$ cat src/sv/kpt_pkg.sv
// ----------------------------------------------------------------------------
// kpt_pkg
// Shared key codes, token codes and the result record of the tokenizer.
// ----------------------------------------------------------------------------
package kpt_pkg;

  // Key codes of the keypad. Codes above the end key count as the other key.
  localparam logic [4:0] KEY_DIGIT_LAST = 5'd9;
  localparam logic [4:0] KEY_POINT      = 5'd10;
  localparam logic [4:0] KEY_PLUS       = 5'd11;
  localparam logic [4:0] KEY_MINUS      = 5'd12;
  localparam logic [4:0] KEY_SCI        = 5'd16;
  localparam logic [4:0] KEY_FN_FIRST   = 5'd17;
  localparam logic [4:0] KEY_FN_LAST    = 5'd24;
  localparam logic [4:0] KEY_END        = 5'd26;

  // Token codes.
  localparam logic [3:0] OP_PLUS  = 4'd0;
  localparam logic [3:0] OP_MINUS = 4'd1;
  localparam logic [3:0] FN_NEG   = 4'd8;
  localparam logic [3:0] CODE_NONE = 4'd0;

  localparam int KEY_W  = 5;
  localparam int CODE_W = 4;
  localparam int MANT_W = 48;
  localparam int FRAC_W = 4;
  localparam int POS_W  = 5;

  localparam logic [FRAC_W-1:0] FRAC_MAX = 4'd15;

  // Up to three results can follow from one key.
  localparam int MAX_RES = 3;
  localparam int RES_N_W = 2;

  // Result queue.
  localparam int QDEPTH = 4;
  localparam int QCNT_W = 3;

  typedef enum logic [1:0] {
    KIND_NUMBER   = 2'd0,
    KIND_OPERATOR = 2'd1,
    KIND_FUNCTION = 2'd2,
    KIND_STATUS   = 2'd3
  } kind_t;

  typedef enum logic [1:0] {
    ST_OK    = 2'd0,
    ST_POINT = 2'd1,
    ST_LIMIT = 2'd2
  } status_t;

  typedef struct packed {
    kind_t               kind;
    logic [CODE_W-1:0]   code;
    logic [MANT_W-1:0]   mant;
    logic [FRAC_W-1:0]   frac;
    logic [POS_W-1:0]    pos;
    status_t             status;
    logic                last;
  } res_t;

endpackage

$ cat src/sv/kpt_engine.sv
// ----------------------------------------------------------------------------
// kpt_engine
// Expression state and the combinational step that turns one key into tokens.
// ----------------------------------------------------------------------------
module kpt_engine import kpt_pkg::*; #(
  parameter int MAX_TOKEN_COUNT = 32,
  parameter int MAX_KEY_COUNT   = 32,
  parameter int MANTISSA_BITS   = 48
) (
  input  logic               clk,
  input  logic               rst_n,
  input  logic               fire_i,
  input  logic [KEY_W-1:0]   key_i,
  output res_t               res_o [MAX_RES],
  output logic [RES_N_W-1:0] res_n_o
);

  localparam int TW = $clog2(MAX_TOKEN_COUNT + 2);
  localparam int KW = $clog2(MAX_KEY_COUNT + 1);
  localparam int M  = MANTISSA_BITS;

  logic              held_valid_r, held_valid_nxt;
  kind_t             held_kind_r, held_kind_nxt;
  logic [CODE_W-1:0] held_code_r, held_code_nxt;
  logic [MANT_W-1:0] held_mant_r, held_mant_nxt;
  logic [FRAC_W-1:0] held_frac_r, held_frac_nxt;
  logic [M-1:0]      acc_r, acc_nxt;
  logic [FRAC_W-1:0] acc_frac_r, acc_frac_nxt;
  logic              point_r, point_nxt;
  logic              digits_r, digits_nxt;
  logic [TW-1:0]     tok_r, tok_nxt;
  logic [KW-1:0]     keys_r, keys_nxt;
  logic              drop_r, drop_nxt;

  logic [M+3:0]      acc_wide;
  logic              fits;
  logic [63:0]       acc_ext;
  logic [MANT_W-1:0] num_mant;

  // Ten times the mantissa plus the digit, with headroom to spot overflow.
  assign acc_wide = ({4'b0, acc_r} << 3) + ({4'b0, acc_r} << 1) + (M+4)'(key_i[3:0]);
  assign fits     = (acc_wide[M+3:M] == 4'b0);
  assign acc_ext  = 64'(acc_r);
  assign num_mant = acc_ext[MANT_W-1:0];

  always_comb begin
    logic              hv;
    kind_t             hk;
    logic [CODE_W-1:0] hc;
    logic [MANT_W-1:0] hm;
    logic [FRAC_W-1:0] hf;
    logic [TW-1:0]     t;
    logic [RES_N_W-1:0] n;
    logic              skip;
    logic              clear;

    hv    = held_valid_r;
    hk    = held_kind_r;
    hc    = held_code_r;
    hm    = held_mant_r;
    hf    = held_frac_r;
    t     = tok_r;
    n     = '0;
    skip  = 1'b0;
    clear = 1'b0;
    for (int i = 0; i < MAX_RES; i++) begin
      res_o[i] = '0;
    end

    acc_nxt      = acc_r;
    acc_frac_nxt = acc_frac_r;
    point_nxt    = point_r;
    digits_nxt   = digits_r;
    keys_nxt     = keys_r;
    drop_nxt     = drop_r;

    if (!fire_i) begin
      skip = 1'b1;
    end else if (key_i == KEY_END) begin
      if (!drop_r) begin
        // A pending number becomes a token, then the held token closes the run.
        if (digits_r) begin
          if (hv) begin
            res_o[n] = '{hk, hc, hm, hf, POS_W'(t - 1'b1), ST_OK, 1'b0};
            n = n + 1'b1;
          end
          hv = 1'b1; hk = KIND_NUMBER; hc = CODE_NONE; hm = num_mant; hf = acc_frac_r;
          t  = t + 1'b1;
        end
        if (hv) begin
          res_o[n] = '{hk, hc, hm, hf, POS_W'(t - 1'b1), ST_OK, 1'b1};
        end else begin
          res_o[n] = '{KIND_STATUS, CODE_NONE, '0, '0, '0, ST_OK, 1'b1};
        end
        n = n + 1'b1;
      end
      drop_nxt = 1'b0;
      clear    = 1'b1;
    end else if (drop_r || keys_r >= KW'(MAX_KEY_COUNT)) begin
      skip = 1'b1;
    end else begin
      keys_nxt = keys_r + 1'b1;
      skip     = 1'b1;
      if (key_i <= KEY_DIGIT_LAST) begin
        digits_nxt = 1'b1;
        if (!point_r) begin
          acc_nxt = fits ? acc_wide[M-1:0] : {M{1'b1}};
        end else if (fits && acc_frac_r < FRAC_MAX) begin
          acc_nxt      = acc_wide[M-1:0];
          acc_frac_nxt = acc_frac_r + 1'b1;
        end
      end else if (key_i == KEY_POINT) begin
        if (point_r) begin
          res_o[n] = '{KIND_STATUS, CODE_NONE, '0, '0, '0, ST_POINT, 1'b1};
          n        = n + 1'b1;
          clear    = 1'b1;
          drop_nxt = 1'b1;
        end else begin
          point_nxt = 1'b1;
        end
      end else begin
        skip = 1'b0;
        if (digits_r) begin
          if (hv) begin
            res_o[n] = '{hk, hc, hm, hf, POS_W'(t - 1'b1), ST_OK, 1'b0};
            n = n + 1'b1;
          end
          hv = 1'b1; hk = KIND_NUMBER; hc = CODE_NONE; hm = num_mant; hf = acc_frac_r;
          t  = t + 1'b1;
        end
        acc_nxt      = '0;
        acc_frac_nxt = '0;
        point_nxt    = 1'b0;
        digits_nxt   = 1'b0;

        if (key_i >= KEY_PLUS && key_i <= KEY_SCI) begin
          if (key_i == KEY_MINUS && hv && hk == KIND_OPERATOR && hc == OP_MINUS) begin
            // Minus after a binary minus folds the pair into a plus.
            hc   = OP_PLUS;
            skip = 1'b1;
          end else begin
            if (hv) begin
              res_o[n] = '{hk, hc, hm, hf, POS_W'(t - 1'b1), ST_OK, 1'b0};
              n = n + 1'b1;
            end
            if (key_i == KEY_MINUS &&
                (!hv || hk == KIND_OPERATOR || hk == KIND_FUNCTION)) begin
              hk = KIND_FUNCTION;
              hc = FN_NEG;
            end else begin
              hk = KIND_OPERATOR;
              hc = CODE_W'(key_i - KEY_PLUS);
            end
            hv = 1'b1; hm = '0; hf = '0;
            t  = t + 1'b1;
          end
        end else if (key_i >= KEY_FN_FIRST && key_i <= KEY_FN_LAST) begin
          if (hv) begin
            res_o[n] = '{hk, hc, hm, hf, POS_W'(t - 1'b1), ST_OK, 1'b0};
            n = n + 1'b1;
          end
          hv = 1'b1; hk = KIND_FUNCTION; hc = CODE_W'(key_i - KEY_FN_FIRST);
          hm = '0; hf = '0;
          t  = t + 1'b1;
        end
      end

      if (!skip && t >= TW'(MAX_TOKEN_COUNT)) begin
        res_o[n] = '{KIND_STATUS, CODE_NONE, '0, '0, '0, ST_LIMIT, 1'b1};
        n        = n + 1'b1;
        clear    = 1'b1;
        drop_nxt = 1'b1;
      end
    end

    held_valid_nxt = hv;
    held_kind_nxt  = hk;
    held_code_nxt  = hc;
    held_mant_nxt  = hm;
    held_frac_nxt  = hf;
    tok_nxt        = t;

    if (clear) begin
      held_valid_nxt = 1'b0;
      held_kind_nxt  = KIND_NUMBER;
      held_code_nxt  = '0;
      held_mant_nxt  = '0;
      held_frac_nxt  = '0;
      acc_nxt        = '0;
      acc_frac_nxt   = '0;
      point_nxt      = 1'b0;
      digits_nxt     = 1'b0;
      tok_nxt        = '0;
      keys_nxt       = '0;
    end

    res_n_o = n;
  end

  always_ff @(posedge clk) begin
    if (!rst_n) begin
      held_valid_r <= 1'b0;
      held_kind_r  <= KIND_NUMBER;
      held_code_r  <= '0;
      held_mant_r  <= '0;
      held_frac_r  <= '0;
      acc_r        <= '0;
      acc_frac_r   <= '0;
      point_r      <= 1'b0;
      digits_r     <= 1'b0;
      tok_r        <= '0;
      keys_r       <= '0;
      drop_r       <= 1'b0;
    end else begin
      held_valid_r <= held_valid_nxt;
      held_kind_r  <= held_kind_nxt;
      held_code_r  <= held_code_nxt;
      held_mant_r  <= held_mant_nxt;
      held_frac_r  <= held_frac_nxt;
      acc_r        <= acc_nxt;
      acc_frac_r   <= acc_frac_nxt;
      point_r      <= point_nxt;
      digits_r     <= digits_nxt;
      tok_r        <= tok_nxt;
      keys_r       <= keys_nxt;
      drop_r       <= drop_nxt;
    end
  end

`ifndef SYNTH
  // The end key always returns the expression to its reset state.
  a_end_clears: assert property (@(posedge clk) disable iff (!rst_n)
    fire_i && key_i == KEY_END |=> !held_valid_r && tok_r == '0 && keys_r == '0)
    else $error("expression state not cleared by end key");

  // While keys are being dropped no token may be held.
  a_drop_empty: assert property (@(posedge clk) disable iff (!rst_n)
    drop_r |-> !held_valid_r && tok_r == '0 && !digits_r)
    else $error("token held while dropping keys");

  // The token limit always trips before the count is carried forward.
  a_tok_bound: assert property (@(posedge clk) disable iff (!rst_n)
    tok_r < TW'(MAX_TOKEN_COUNT))
    else $error("token count passed the limit");
`endif

endmodule

$ cat src/sv/kpt_outq.sv
// ----------------------------------------------------------------------------
// kpt_outq
// Four-entry result queue: takes up to three results a cycle, gives one.
// ----------------------------------------------------------------------------
module kpt_outq import kpt_pkg::*; (
  input  logic               clk,
  input  logic               rst_n,
  input  res_t               push_i [MAX_RES],
  input  logic [RES_N_W-1:0] push_n_i,
  input  logic               pop_i,
  output res_t               head_o,
  output logic [QCNT_W-1:0]  cnt_o
);

  res_t              q_r   [QDEPTH];
  res_t              q_nxt [QDEPTH];
  logic [QCNT_W-1:0] cnt_r, cnt_nxt;
  logic [QCNT_W-1:0] base;

  // Entries leave from slot zero; new entries land just behind the survivors.
  assign base = cnt_r - QCNT_W'(pop_i);

  always_comb begin
    logic [QCNT_W-1:0] off;
    for (int i = 0; i < QDEPTH - 1; i++) begin
      q_nxt[i] = pop_i ? q_r[i+1] : q_r[i];
    end
    q_nxt[QDEPTH-1] = q_r[QDEPTH-1];
    for (int i = 0; i < QDEPTH; i++) begin
      off = QCNT_W'(i) - base;
      if (QCNT_W'(i) >= base && off < QCNT_W'(push_n_i)) begin
        q_nxt[i] = push_i[off[RES_N_W-1:0]];
      end
    end
    cnt_nxt = base + QCNT_W'(push_n_i);
  end

  always_ff @(posedge clk) begin
    if (!rst_n) begin
      cnt_r <= '0;
    end else begin
      cnt_r <= cnt_nxt;
    end
  end

  always_ff @(posedge clk) begin
    for (int i = 0; i < QDEPTH; i++) begin
      q_r[i] <= q_nxt[i];
    end
  end

  assign head_o = q_r[0];
  assign cnt_o  = cnt_r;

`ifndef SYNTH
  a_cnt_bound: assert property (@(posedge clk) disable iff (!rst_n)
    cnt_r <= QCNT_W'(QDEPTH))
    else $error("result queue count out of range");

  a_no_overflow: assert property (@(posedge clk) disable iff (!rst_n)
    ({1'b0, cnt_r} - {3'b0, pop_i} + {2'b0, push_n_i}) <= 4'(QDEPTH))
    else $error("result queue written beyond its depth");

  a_pop_nonempty: assert property (@(posedge clk) disable iff (!rst_n)
    pop_i |-> cnt_r != '0)
    else $error("result taken from an empty queue");
`endif

endmodule

$ cat src/sv/keypad_expression_tokenizer_core.sv
// ----------------------------------------------------------------------------
// keypad_expression_tokenizer_core
// Turns calculator key codes into number, operator and function tokens.
// ----------------------------------------------------------------------------
//
//  channel  | direction | tdata                                | tuser | tlast
//  ---------+-----------+--------------------------------------+-------+------
//  in_      | slave     | key code                             | -     | -
//  out_     | master    | code, mantissa, fraction, pos, status| kind  | last
//
// A key beat is caught in the key register and stepped once the queue has
// room for three results. The step logic writes up to three result beats
// into a four-entry queue, so results reach out_ through the key register
// and the queue registers. The latest token is held back for the minus
// lookahead, so a key's own token normally leaves with the next key's results.
// A key is stepped whenever the queue will have three free places after the
// current output beat leaves, so while out_ is ready keys giving at most one
// result flow at one beat per cycle; a key giving more takes a beat for each.
// Reset (rst_n low, synchronous) empties the queue and clears all expression
// state. A stalled output fills the queue and then holds keys at in_tready.
//
module keypad_expression_tokenizer_core import kpt_pkg::*; #(
  parameter int MAX_TOKEN_COUNT = 32,
  parameter int MAX_KEY_COUNT   = 32,
  parameter int MANTISSA_BITS   = 48
) (
  input  logic        clk,
  input  logic        rst_n,
  input  logic        in_tvalid,
  output logic        in_tready,
  input  logic [7:0]  in_tdata,   // [4:0] key_code, [7:5] zero
  output logic        out_tvalid,
  input  logic        out_tready,
  output logic [63:0] out_tdata,  // [3:0] token_code, [51:4] mantissa,
                                  // [55:52] fraction_digits,
                                  // [60:56] token_position, [62:61] status,
                                  // [63] zero
  output logic [1:0]  out_tuser,  // [1:0] token_kind
  output logic        out_tlast
);

  // Key register in front of the step logic.
  logic             key_vld_r, key_vld_nxt;
  logic [KEY_W-1:0] key_r, key_nxt;

  logic               fire;
  logic               pop;
  logic [QCNT_W-1:0]  q_cnt;
  res_t               step_res [MAX_RES];
  logic [RES_N_W-1:0] step_n;
  res_t               head;

  assign pop = out_tvalid && out_tready;

  // Step only when the queue can take the worst case of three results.
  assign fire = key_vld_r &&
                (q_cnt <= QCNT_W'(1) || (q_cnt == QCNT_W'(2) && pop));

  // The key register is free again in the cycle its key is stepped.
  assign in_tready = !key_vld_r || fire;

  always_comb begin
    key_vld_nxt = key_vld_r;
    key_nxt     = key_r;
    if (in_tvalid && in_tready) begin
      key_vld_nxt = 1'b1;
      key_nxt     = in_tdata[KEY_W-1:0];
    end else if (fire) begin
      key_vld_nxt = 1'b0;
    end
  end

  always_ff @(posedge clk) begin
    if (!rst_n) begin
      key_vld_r <= 1'b0;
    end else begin
      key_vld_r <= key_vld_nxt;
    end
  end

  always_ff @(posedge clk) begin
    key_r <= key_nxt;
  end

  kpt_engine #(
    .MAX_TOKEN_COUNT (MAX_TOKEN_COUNT),
    .MAX_KEY_COUNT   (MAX_KEY_COUNT),
    .MANTISSA_BITS   (MANTISSA_BITS)
  ) u_engine (
    .clk     (clk),
    .rst_n   (rst_n),
    .fire_i  (fire),
    .key_i   (key_r),
    .res_o   (step_res),
    .res_n_o (step_n)
  );

  kpt_outq u_outq (
    .clk      (clk),
    .rst_n    (rst_n),
    .push_i   (step_res),
    .push_n_i (step_n),
    .pop_i    (pop),
    .head_o   (head),
    .cnt_o    (q_cnt)
  );

  // The head of the queue drives the output beat directly from registers.
  assign out_tvalid = (q_cnt != '0);
  assign out_tdata  = {1'b0, head.status, head.pos, head.frac, head.mant, head.code};
  assign out_tuser  = head.kind;
  assign out_tlast  = head.last;

`ifndef SYNTH
  // Nothing is stepped when no key is waiting.
  a_fire_needs_key: assert property (@(posedge clk) disable iff (!rst_n)
    fire |-> key_vld_r)
    else $error("step without a key");

  // A key refused at the input must find the key register still occupied.
  a_stall_reason: assert property (@(posedge clk) disable iff (!rst_n)
    !in_tready |-> key_vld_r && !fire)
    else $error("input stalled with a free key register");

  // A waiting key with a nearly empty queue is always stepped.
  a_no_starve: assert property (@(posedge clk) disable iff (!rst_n)
    key_vld_r && q_cnt <= QCNT_W'(1) |-> fire)
    else $error("key held back with room in the queue");
`endif

endmodule

$ cat config.mk
export PLATFORM = sky130hd
export DESIGN_NAME = keypad_expression_tokenizer_core
export DESIGN_NICKNAME = d
export VERILOG_FILES = /design/src/sv/kpt_pkg.sv /design/src/sv/kpt_engine.sv /design/src/sv/kpt_outq.sv /design/src/sv/keypad_expression_tokenizer_core.sv
export SDC_FILE = /design/constraint.sdc
export NUM_CORES = 1
export LEC_CHECK = 0
export ABC_CLOCK_PERIOD_IN_PS = 11600
export BUFFER_PORTS_ARGS = -buffer_cell sky130_fd_sc_hd__buf_2
export CORE_AREA = 2 2 151 301
export CTS_BUF_LIST = sky130_fd_sc_hd__clkbuf_4 sky130_fd_sc_hd__clkbuf_8
export DETAILED_ROUTE_END_ITERATION = 16
export DIE_AREA = 0 0 153 303
export GPL_ROUTABILITY_DRIVEN = 1
export GPL_TIMING_DRIVEN = 0
export PLACE_DENSITY = 0.77
export SLEW_MARGIN = 10
export SYNTH_ARGS = -nofsm -noshare
export SYNTH_HDL_FRONTEND = slang
export SYNTH_SLANG_ARGS = --single-unit
$ cat constraint.sdc
create_clock -name clk -period 11.6 [get_ports clk]
set_input_delay 2.32 -clock clk [delete_from_list [all_inputs] [get_ports clk]]
set_output_delay 2.32 -clock clk [all_outputs]
set_load 0.005 [all_outputs]
Yosys cells after proc, flatten, opt, wreduce, memory -nomap -nowiden --
Memory sizes are Yosys's and may differ from the RTL's. Cells that the tools add are included.
Storage, ports and cells: bits in registers 135, bits in latches 0, RAM bits 264, ROM bits 0, input bits 12, output and inout port bits 69, word-level logic and storage cells 357, memories 1
Memory list:
- u_outq.q_r | words 4, width 66, read ports 4, clocked after memory_dff 0, wr ports 4, line kpt_outq.sv:15 | res_t q_r [QDEPTH];
Operators by class: $add $sub $neg 20, multipliers 0, divide/modulo/power cells 0, magnitude comparators 27, equality and inequality tests 16, shift-type cells 0, muxes and demuxes 220, bitwise gates (word level) 17, reduce and logical (&&, ||, !) cells 41
Operators with widths (number):
- $mux 198 | 14
- $mux 66 | 30
- $mux 48 | 22
- $bmux 66 s2 | 4
- $bwmux 198 | 2
- $demux 66 s2 | 3
- $and 189x189->189 | 1
- $not 189->189 | 1
- $and 186x186->186 | 1
- $not 186->186 | 1
- $mux 4 | 39
- $mux 132 | 1
- $mux 6 | 20
- $mux 2 | 41
- $add 51x49->52 | 1
- $add 52x4->52 | 1
- $mux 1 | 44
- $ge 3x3->1 const B | 7
- $not 2->3 | 7
- $logic_and 1x1->1 | 19
- $add 6x1->6 const B | 3
- $reduce_and 5->1 | 3
- $sub 5x1->5 const B | 3
- $ge 6x6->1 const B | 2
- other kinds (40) | 71

Depth between registers and ports, before layout --
depth after elaboration 31, gate-level depth with buffers 25, depth with buffers taken out 20

Cells and area by module --
A second synthesis with hierarchy kept.
Unflattened totals: cells, all modules 3125, area, all modules 28587.4 µm²
Modules (own cells, without submodules):
- kpt_outq | instances 1, cells each 1360, area each 15701.3 µm², sequential area each 7987.7 µm²
- kpt_engine | instances 1, cells each 1745, area each 12625.9 µm², sequential area each 2522.4 µm²
- keypad_expression_tokenizer_core | instances 1, cells each 20, area each 260.2 µm², sequential area each 170.2 µm²

Least setup slack after synthesis --
No wires, ideal clock.
path kind input to register, start input out_tready, end memory u_outq.q_r[3][0] (netlist name) (enable), setup time 571 ps, data arrival time 8722 ps, required time 11029 ps, setup slack 2307 ps, cell stages on the path 11, path buffers 4, cell sequence nand2_1 > inv_1 > ha_1 > clkbuf_1 > inv_1 > clkbuf_1 > clkbuf_1 > buf_1 > ha_1 > nor2_1 > nor3_1
RTL lines:
- from (decl) | line keypad_expression_tokenizer_core.sv:33 | input logic out_tready,
- to (decl) | line kpt_outq.sv:15

==> impl_summary.md <==
Synth
Of all flip-flops after synthesis, the portion carrying an async set or reset was 0%. The top cell type by area accounts for a little under a third of the synthesized area. Dividing the synthesized area by the synthesized cell count gives 8.92 µm². The share of synthesized area occupied by flip-flops and latches is 40.7%. Summed over all instances, the cell type with the most area after synthesis is sky130_fd_sc_hd__edfxtp_1. The summed instance area of the synthesized netlist is 26200 µm². In this run, synthesis produced a sequential element count of 399. The number of nets in the synthesized netlist is approximately 3100. The synthesized instance count is about 2900. Yosys printed 0 warnings.

For this run, the leading register cell type out of synthesis is sky130_fd_sc_hd__edfxtp_1. The number of library cell types mapped by synthesis is 92. Sorting the synthesized cells by area gives the leading types as sky130_fd_sc_hd__edfxtp_1 (31%), sky130_fd_sc_hd__dfxtp_1 (9.9%), sky130_fd_sc_hd__ha_1 (6.1%). The number of flops mapped to enable cells by yosys is roughly 270.

Final layout
In the final layout, the share of cells above drive strength 1 is 12.2%. Leaving out fill and tap cells, the most frequent cell in the layout is sky130_fd_sc_hd__nand2_1. The library cells used most frequently in the layout, excluding fill and tap cells, are sky130_fd_sc_hd__nand2_1 (402), sky130_fd_sc_hd__nand3_1 (274), sky130_fd_sc_hd__edfxtp_1 (269). In the final layout, the multi-input gates occupy 14300 µm². After filler insertion, the fill cell instance count of the layout stands at between 3000 and 4000. The net count of the finished layout is between 3000 and 4000. The area growth from synthesis to layout is 9.71%. Cells fill roughly 65% of the core in the end. The register area is ~11000 µm².

Critical path
The critical path starts at out_tready. The capturing instance or port of the critical path is u_outq.q_r[0][41]$_DFFE_PP_. By startpoint and endpoint, the worst setup path is classified as primary input to flip-flop. Of all nets on the critical path, the largest fanout is 14. The worst register-to-register path ends at u_outq.q_r[0][41]$_DFFE_PP_. The slack of the worst reg-to-reg path is 3.58 ns.

The count of cells along the worst register-to-register path is 17. The data arrival time of the critical path is 9.31 ns. The startpoint class of the critical path is a primary input.

The required time of the critical path is about 12 ns. The startpoint identified for the worst register-to-register timing path is u_outq.cnt_o[1]$_SDFF_PN0_. The kind of capture point of the worst setup path is a flip-flop.

Detailed routing
The routed wire length on met3 is around 9500 µm. The routed metal-1 wire length is roughly 34000 µm. The number of nets with antenna violations after detailed routing is 0.

The total DRC errors in the routed layout is 0. The detail-routed via count per cell is ~7.0. In this run, the number of DRC markers left after iteration 0 of detailed routing was roughly 3200. In the detailed route, the total length drawn on met2 is between 40000 and 50000 µm. The highest metal layer with signal wires is met4.

The routed length per placed instance is 27.9 µm. The total wire length is 103000 µm. The number of search-and-repair iterations in the first detailed-routing pass is 8. Summing over every cut layer, the via total after detailed routing is 25700.

STA
Setup repair after global routing left no endpoint under its margin. Setup slack closes at 2.61 ns. The worst max-slew margin expressed relative to the limit is between 20 and 25%.

The final critical-path share of the clock period is between 70% and 80%. Setup violations remaining at the end of the flow were counted as 0. The time the worst path needs with I/O delays and setup is about 9 ns. The count of final hold-check violations is 0.

The clock tree skew after final layout is 0.0433 ns. For this run, the top clock speed supported by timing is between 100 and 150 MHz. The pin slew with the least headroom to its limit is approximately 1.1 ns. After routing, the total negative slack on setup checks comes to 0 ns. The total count of max-transition violations in the final report is 0.

GRT
The pin count of the biggest net entering global routing is 67. The number of antenna violations at the first check in global routing is 2. Global routing used between 40% and 50% of the available tracks across all layers. The via count of the first global-routing pass is between 20000 and 30000. The global-route wire length before repair is 151000 µm. The sum of overflow across all layers after global routing is 0.

Clock network
The number of sinks handled by clock tree synthesis is 399. The post-CTS setup buffer count is 0. The quantity of gates resized following cts is 0. The clock insertion delay at the later pin of the skew report is approximately 0.70 ns. The clock slew seen by the registers of the worst setup and hold paths is 0.07 ns. For this design, the CTS-stage hold fixing added 0 buffers. The H-tree generated during clock tree synthesis spans 2 levels. Buffers inserted during clock tree synthesis total 55. TritonCTS built the clock tree. The clock passes through at most 3 buffers. The cell sitting at the root of the clock tree is a sky130_fd_sc_hd__clkbuf_8.

Floorplanning
The area of the core region is 44100 µm². The initial core utilization is between 50% and 60%. The width of the die is approximately 150 µm.

The floorplan step set the die height to roughly 300 µm. The floorplan step defined a die boundary enclosing around 46000 µm². The floorplan has 109 rows. The I/O pin count is 81.

Run
The max-capacitance violation count is 0.

Worst hold path
The class of the most critical hold timing path is flip-flop to flip-flop.

Place
The number of port buffers is 76. The final RePlAce weighted congestion is approximately 1.1. The worst slack at placement is 2.42 ns. Detailed placement finished with a half-perimeter wire length of between 70000 and 80000 µm.

Power and ir drop
Power spread over the standard cell area amounts to 308 nW/µm². The static leakage is 10.4 nW. Across the VDD grid, the largest voltage drop is roughly 0.37 mV. After layout, the design draws a total of 0.00886 W.

Run status
The flow ran to the end, and the final reports show no timing, DRC or antenna violations.
[per-stage QoR]
| stage | hold WS, ns | cell area (µm²) | instances |
|---|---|---|---|
| after detailed placement | 0.462 | 27500 | 3581 |
| after floorplan | 0.440 | 26200 | 2939 |
| after global placement | 0.452 | 27300 | 3570 |
| after global routing | 0.500 | 28800 | 3684 |
| final | 0.472 | 28800 | 3685 |
| after CTS | 0.473 | 28800 | 3683 |
[area by class of cell]
class                           instances  area share [%]
Antenna cell                            2          0.0174
Buffer                                238            3.60
Clock buffer                           69            3.13
Clock inverter                         33            1.35
Inverter                               59           0.770
Multi-Input combinational cell       2243            49.8
Sequential cell                       399            37.1
Tap cell                              555            2.41
Timing Repair Buffer                   87            1.81
[layer usage]
| metal | up-vias | track usage, % |
|---|---|---|
| met4 | 0 | 35.3 |
| met3 | 575 | 7.97 |
| met2 | 1866 | 74.4 |
| met1 | 12000 | 46.3 |
| met5 | - | 0 |
| li1 | 11200 | - |
[worst min-delay path by stage]
stage	startpoint	to	slack [ns]	cells past startpoint
after detailed placement	u_engine.held_mant_r[17]$_SDFFE_PP0P_	u_engine.held_mant_r[17]$_SDFFE_PP0P_	0.46	2
after CTS	u_engine.held_mant_r[17]$_SDFFE_PP0P_	u_engine.held_mant_r[17]$_SDFFE_PP0P_	0.47	2
after global routing	u_engine.held_mant_r[9]$_SDFFE_PP0P_	u_engine.held_mant_r[9]$_SDFFE_PP0P_	0.50	2
final	u_engine.held_mant_r[17]$_SDFFE_PP0P_	u_engine.held_mant_r[17]$_SDFFE_PP0P_	0.47	2
after floorplan	u_engine.held_frac_r[3]$_SDFFE_PP0P_	u_engine.held_frac_r[3]$_SDFFE_PP0P_	0.44	2
after global placement	u_engine.held_mant_r[34]$_SDFFE_PP0P_	u_engine.held_mant_r[34]$_SDFFE_PP0P_	0.45	2
[sequential cells by signal (all words and copies together), names as in the netlist, 2 cells and up]
| register | count |
|---|---|
| u_outq.q_r | 264 |
| u_engine.acc_r | 48 |
| u_engine.held_mant_r | 48 |
| u_engine.keys_r | 6 |
| u_engine.tok_r | 6 |
| key_r | 5 |
| u_engine.acc_frac_r | 4 |
| u_engine.held_code_r | 4 |
| u_engine.held_frac_r | 4 |
| u_outq.cnt_o | 3 |
| u_engine.held_kind_r | 2 |
[cell families after synthesis]
kind of cell,count (synthesis),synth area share [%]
buffers and inverters,297,4.79
adder cells (fa/ha/maj),131,6.34
XOR/XNOR,65,2.20
AND/OR/NAND/NOR,1114,19.9
other,1,0.0143
AO/OA/AOI/OAI,836,22.0
multiplexers,96,3.92
flip-flops,399,40.7
[critical path, stage by stage]
cell	delay, ns
sky130_fd_sc_hd__buf_2	0.13
sky130_fd_sc_hd__nand2_1	0.31
sky130_fd_sc_hd__inv_1	0.09
sky130_fd_sc_hd__ha_1	0.20
sky130_fd_sc_hd__ha_1	0.38
sky130_fd_sc_hd__inv_1	0.33
sky130_fd_sc_hd__clkbuf_1	0.65
sky130_fd_sc_hd__ha_1	0.42
sky130_fd_sc_hd__inv_1	0.13
sky130_fd_sc_hd__clkbuf_1	0.85
sky130_fd_sc_hd__buf_1	0.54
sky130_fd_sc_hd__ha_1	0.34
sky130_fd_sc_hd__nor2b_1	0.14
sky130_fd_sc_hd__nor4_1	0.79
sky130_fd_sc_hd__clkbuf_1	0.55
sky130_fd_sc_hd__clkbuf_1	0.73
sky130_fd_sc_hd__a41oi_1	0.41
[Yosys cell counts (9+ instances only)]
library cell	n
sky130_fd_sc_hd__nand3_1	274
sky130_fd_sc_hd__nand4_1	18
sky130_fd_sc_hd__a21oi_1	155
sky130_fd_sc_hd__o21ai_1	13
sky130_fd_sc_hd__buf_6	10
sky130_fd_sc_hd__nor3_1	25
sky130_fd_sc_hd__clkbuf_1	165
sky130_fd_sc_hd__a311oi_1	59
sky130_fd_sc_hd__or3_1	11
sky130_fd_sc_hd__dfxtp_1	130
sky130_fd_sc_hd__a211oi_1	14
sky130_fd_sc_hd__o221ai_1	38
sky130_fd_sc_hd__xor2_1	32
sky130_fd_sc_hd__a31oi_1	19
sky130_fd_sc_hd__o21ai_0	187
sky130_fd_sc_hd__ha_1	128
sky130_fd_sc_hd__o2bb2ai_1	48
sky130_fd_sc_hd__buf_2	31
sky130_fd_sc_hd__a41oi_1	31
sky130_fd_sc_hd__nand2b_1	14
sky130_fd_sc_hd__xnor2_1	32
sky130_fd_sc_hd__nand2_1	405
sky130_fd_sc_hd__o31ai_1	27
sky130_fd_sc_hd__nor2_1	186
sky130_fd_sc_hd__o211ai_1	50
sky130_fd_sc_hd__and3_1	19
sky130_fd_sc_hd__a21o_1	67
sky130_fd_sc_hd__a31o_2	17
sky130_fd_sc_hd__buf_1	24
sky130_fd_sc_hd__edfxtp_1	269
sky130_fd_sc_hd__a22o_1	9
sky130_fd_sc_hd__inv_1	58
sky130_fd_sc_hd__a22oi_1	11
sky130_fd_sc_hd__mux2_2	54
sky130_fd_sc_hd__and2_1	75
sky130_fd_sc_hd__or2_2	48
sky130_fd_sc_hd__mux2i_1	42
[power breakdown]
part / internal, W / switching [W] / leakage [nW]
clock network: 0.000713 / 0.000600 / 0.657
registers: 0.00264 / 0.000156 / 3.59
logic: 0.00109 / 0.00366 / 6.16
No activity file was read; power rests on OpenSTA's default activity.
